## src/rtl/sapt_ram.sv

```systemverilog
`timescale 1ns / 1ps
module sapt_ram #(
	parameter int unsigned WIDTH = 8,
	parameter int unsigned DEPTH = 16
) (
	input  logic                     clk,
	input  logic                     wr_en,
	input  logic [$clog2(DEPTH)-1:0] wr_addr,
	input  logic [WIDTH-1:0]         wr_data,
	input  logic                     rd_en,
	input  logic [$clog2(DEPTH)-1:0] rd_addr,
	output logic [WIDTH-1:0]         rd_data
);

	logic [WIDTH-1:0] mem_q [DEPTH];

	always_ff @(posedge clk) begin
		if (wr_en) begin
			mem_q[wr_addr] <= wr_data;
		end
		if (rd_en) begin
			rd_data <= mem_q[rd_addr];
		end
	end

endmodule

```

## config.mk

```make
export PLATFORM = sky130hd
export DESIGN_NAME = sapt_ram
export DESIGN_NICKNAME = d
export VERILOG_FILES = /design/src/rtl/sapt_ram.sv
export SDC_FILE = /design/constraint.sdc
export NUM_CORES = 1
export LEC_CHECK = 0
export BUFFER_PORTS_ARGS = -buffer_cell sky130_fd_sc_hd__buf_4
export CELL_PAD_IN_SITES_DETAIL_PLACEMENT = 1
export CELL_PAD_IN_SITES_GLOBAL_PLACEMENT = 1
export CORE_AREA = 2 2 119 86
export DETAILED_ROUTE_END_ITERATION = 8
export DIE_AREA = 0 0 121 88
export PLACE_DENSITY_LB_ADDON = 0.1
export SLEW_MARGIN = 20
export SYNTH_ARGS = -nofsm -noshare
export SYNTH_HDL_FRONTEND = slang
export SYNTH_SLANG_ARGS = --single-unit
```

## constraint.sdc

```tcl
create_clock -name clk -period 4.83 [get_ports clk]
set_clock_uncertainty 0.1 [all_clocks]
set_input_delay 0.483 -clock clk [delete_from_list [all_inputs] [get_ports clk]]
set_output_delay 0.483 -clock clk [all_outputs]
set_load 0.01 [all_outputs]
```

==> flow_summary.ini <==
[run_status]
status = finished clean

[placement]
place_hpwl_um = 6380
portBuffers = 26
gp_congestion = 0.705
dp_cells = 377
pre_cts_slack_ps = 2440

[worst_setup_path]
worstPathRequired_ps = 4880
critical_path_arrival_ps = 1980
reg2reg_setup_slack_ps = 3230
crit_type = in -> reg
slowest_delay_ps = 720
cp_cell_sequence = buf_4 -> mux4_1 -> a22oi_1 -> nand2_1
start_kind = primary input
worstPathMaxFanout = 32
cp-end-kind = flip-flop
critPathSlowestCell = mux4_1

[synthesis]
synthesis.nets = 248
yosysUniqueCellTypes = 18
synth-xor-area-share = 0
yosys_register_bits = 136
synth_compound_area_frac = 0.0230
yosys.area_share.adder = 0
synthMuxAreaShare = 0.148
synth_top_family_by_area = multiplexers
synth_edf_count = 136
netlist_instances = 229
ys.flop_type = edfxtp_1
ys_async_sr_fraction = 0
synthSimpleGateAreaFrac = 0.0314
synth-seq-area-share = 0.781
ys_warn_count = 0
synthesis.area_um2 = 5230
syn_avg_cell_area_um2 = 22.8

[sta]
worst_pin_slew_ps = 854
final.setup.tns_ps = 0
fmax_mhz = 518
timing.slew.headroom = 0.429
finalSetupViolations = 0
rsz0062_at_grt = false
fin_ws_ps = 2900
final-hold-violation-count = 0
slew_violations = 0
min_period_ps = 1930
period_share = 0.400

[die]
ios = 27
die_w_um = 121
core_um2 = 9500
dieArea_um2 = 10600
start_util = 0.550
rows = 30
die_height_um = 88

[finish]
most-common-layout-cells = 136 x edfxtp_1, 30 x buf_4, 18 x mux4_2
num-nets-final = 287
regArea_um2 = 4080
final_util = 0.642
stdcell_count = 408
syn2layout_area_growth_pct = 16.6
num-fill-cells = 756
final_common_cell = edfxtp_1
drive_above_1_share = 0.268
multiInputGateArea_um2 = 1060
diodes = 0

[drt]
wl_um = 10100
route.detailed.drc = 0
drtIter0Drc = 164
vias_per_cell = 5.79
dr.pass1.iters = 5
via_count = 2364
ant_nets = 0
wl_per_cell_um = 24.8

[clock_tree]
h-tree-depth = 4
post_cts.repair.setup_buffers = 0
cts.sinks = 136
root_buffer = clkbuf_16
holdBufCountCts = 0
clock_latency_ps = 410
cts_buffers = 17
cts.repair.resized = 0
cts_tree = yes
cts.clk_slew.worst_paths_ps = 50
cts_buffer_depth = 2

[hold_path]
hold_path.class = in -> reg

[pwr]
ir_drop_mv = 0.369
power.total_mw = 2.70
leakage_nw = 2.03
pwr_density_cell_nw_per_um2 = 444

[global_routing]
grt_pass1_vias = 2384
antenna_found_initial = 0
grt_max_degree = 33
grt_overflow = 0
grt_pass1_wl_um = 15100
grt_use_total = 0.212

[job]
maxCapViolCount = 0
[path summary, 6_finish.rpt]
check | cells after the start | start | to
worst max register to register | 3 | mem_q[6][6]$_DFFE_PP_ | rd_data[6]$_DFFE_PP_
worst min-delay path | 1 | rd_en | rd_data[3]$_DFFE_PP_
worst min register to register | 3 | mem_q[3][1]$_DFFE_PP_ | rd_data[1]$_DFFE_PP_
worst max-delay path | 4 | rd_addr[0] | rd_data[0]$_DFFE_PP_
[area by class of cell]
cell class / count / share of cell area
repair buffers: 30 / 0.0370
clock inverters: 12 / 0.0220
well taps: 128 / 0.0263
multi-input cells: 83 / 0.174
flip-flops and latches: 136 / 0.670
clock buffers: 19 / 0.0710
[metal layers]
layer / track usage / vias to the layer above / wire [µm] / share of wire
li1: - / 1058 / - / -
met1: 0.311 / 1235 / 4970 / 0.49
met2: 0.301 / 63 / 4550 / 0.45
met3: 0.0762 / 8 / 523 / 0.052
met4: 0.0666 / 0 / 89 / 0.0088
met5: 0 / - / 0 / 0
[through the flow]
stage	hold WS (ps)	instance area, µm²
6_report	268	6090
5_1_grt	264	6090
4_1_cts	259	6090
3_5_place_dp	665	5530
3_3_place_gp	643	5530
2_1_floorplan	482	5230
[flip-flops by register name (all words and copies together) (netlist names)]
register  cells
mem_q       128
rd_data       8
[power breakdown]
part	switching [mW]	total [mW]	internal, mW	leakage (nW)
Clock	0.442	1.24	0.796	0.279
Combinational	0.0744	0.128	0.0538	0.516
Sequential	0.00679	1.34	1.33	1.24
Total	0.523	2.70	2.18	2.03
[cells by family after synthesis]
family                 Yosys count
AOI/OAI and AO/OA               16
buffers and inverters           10
DFF                            136
muxes                           32
and+or+nand+nor                 35
[critical path: cells and delay by family]
family	cells	cell delay (ps)
mux	1	720
simple gates	1	90
compound gates	1	210
buf+inv	1	470
[cell usage after synthesis, types with 2 or more instances]
cell	count	area [µm²]
mux4_2	18	405
nor3_1	4	20.0
nand2_1	9	33.8
clkdlybuf4s25_2	3	30.0
nand2b_1	2	12.5
nor2_1	13	48.8
edfxtp_1	136	4080
a22oi_1	16	120
buf_2	3	15.0
nand3b_1	2	15.0
mux4_1	14	368
buf_6	3	33.8
No activity file was read; power rests on OpenSTA's default activity.
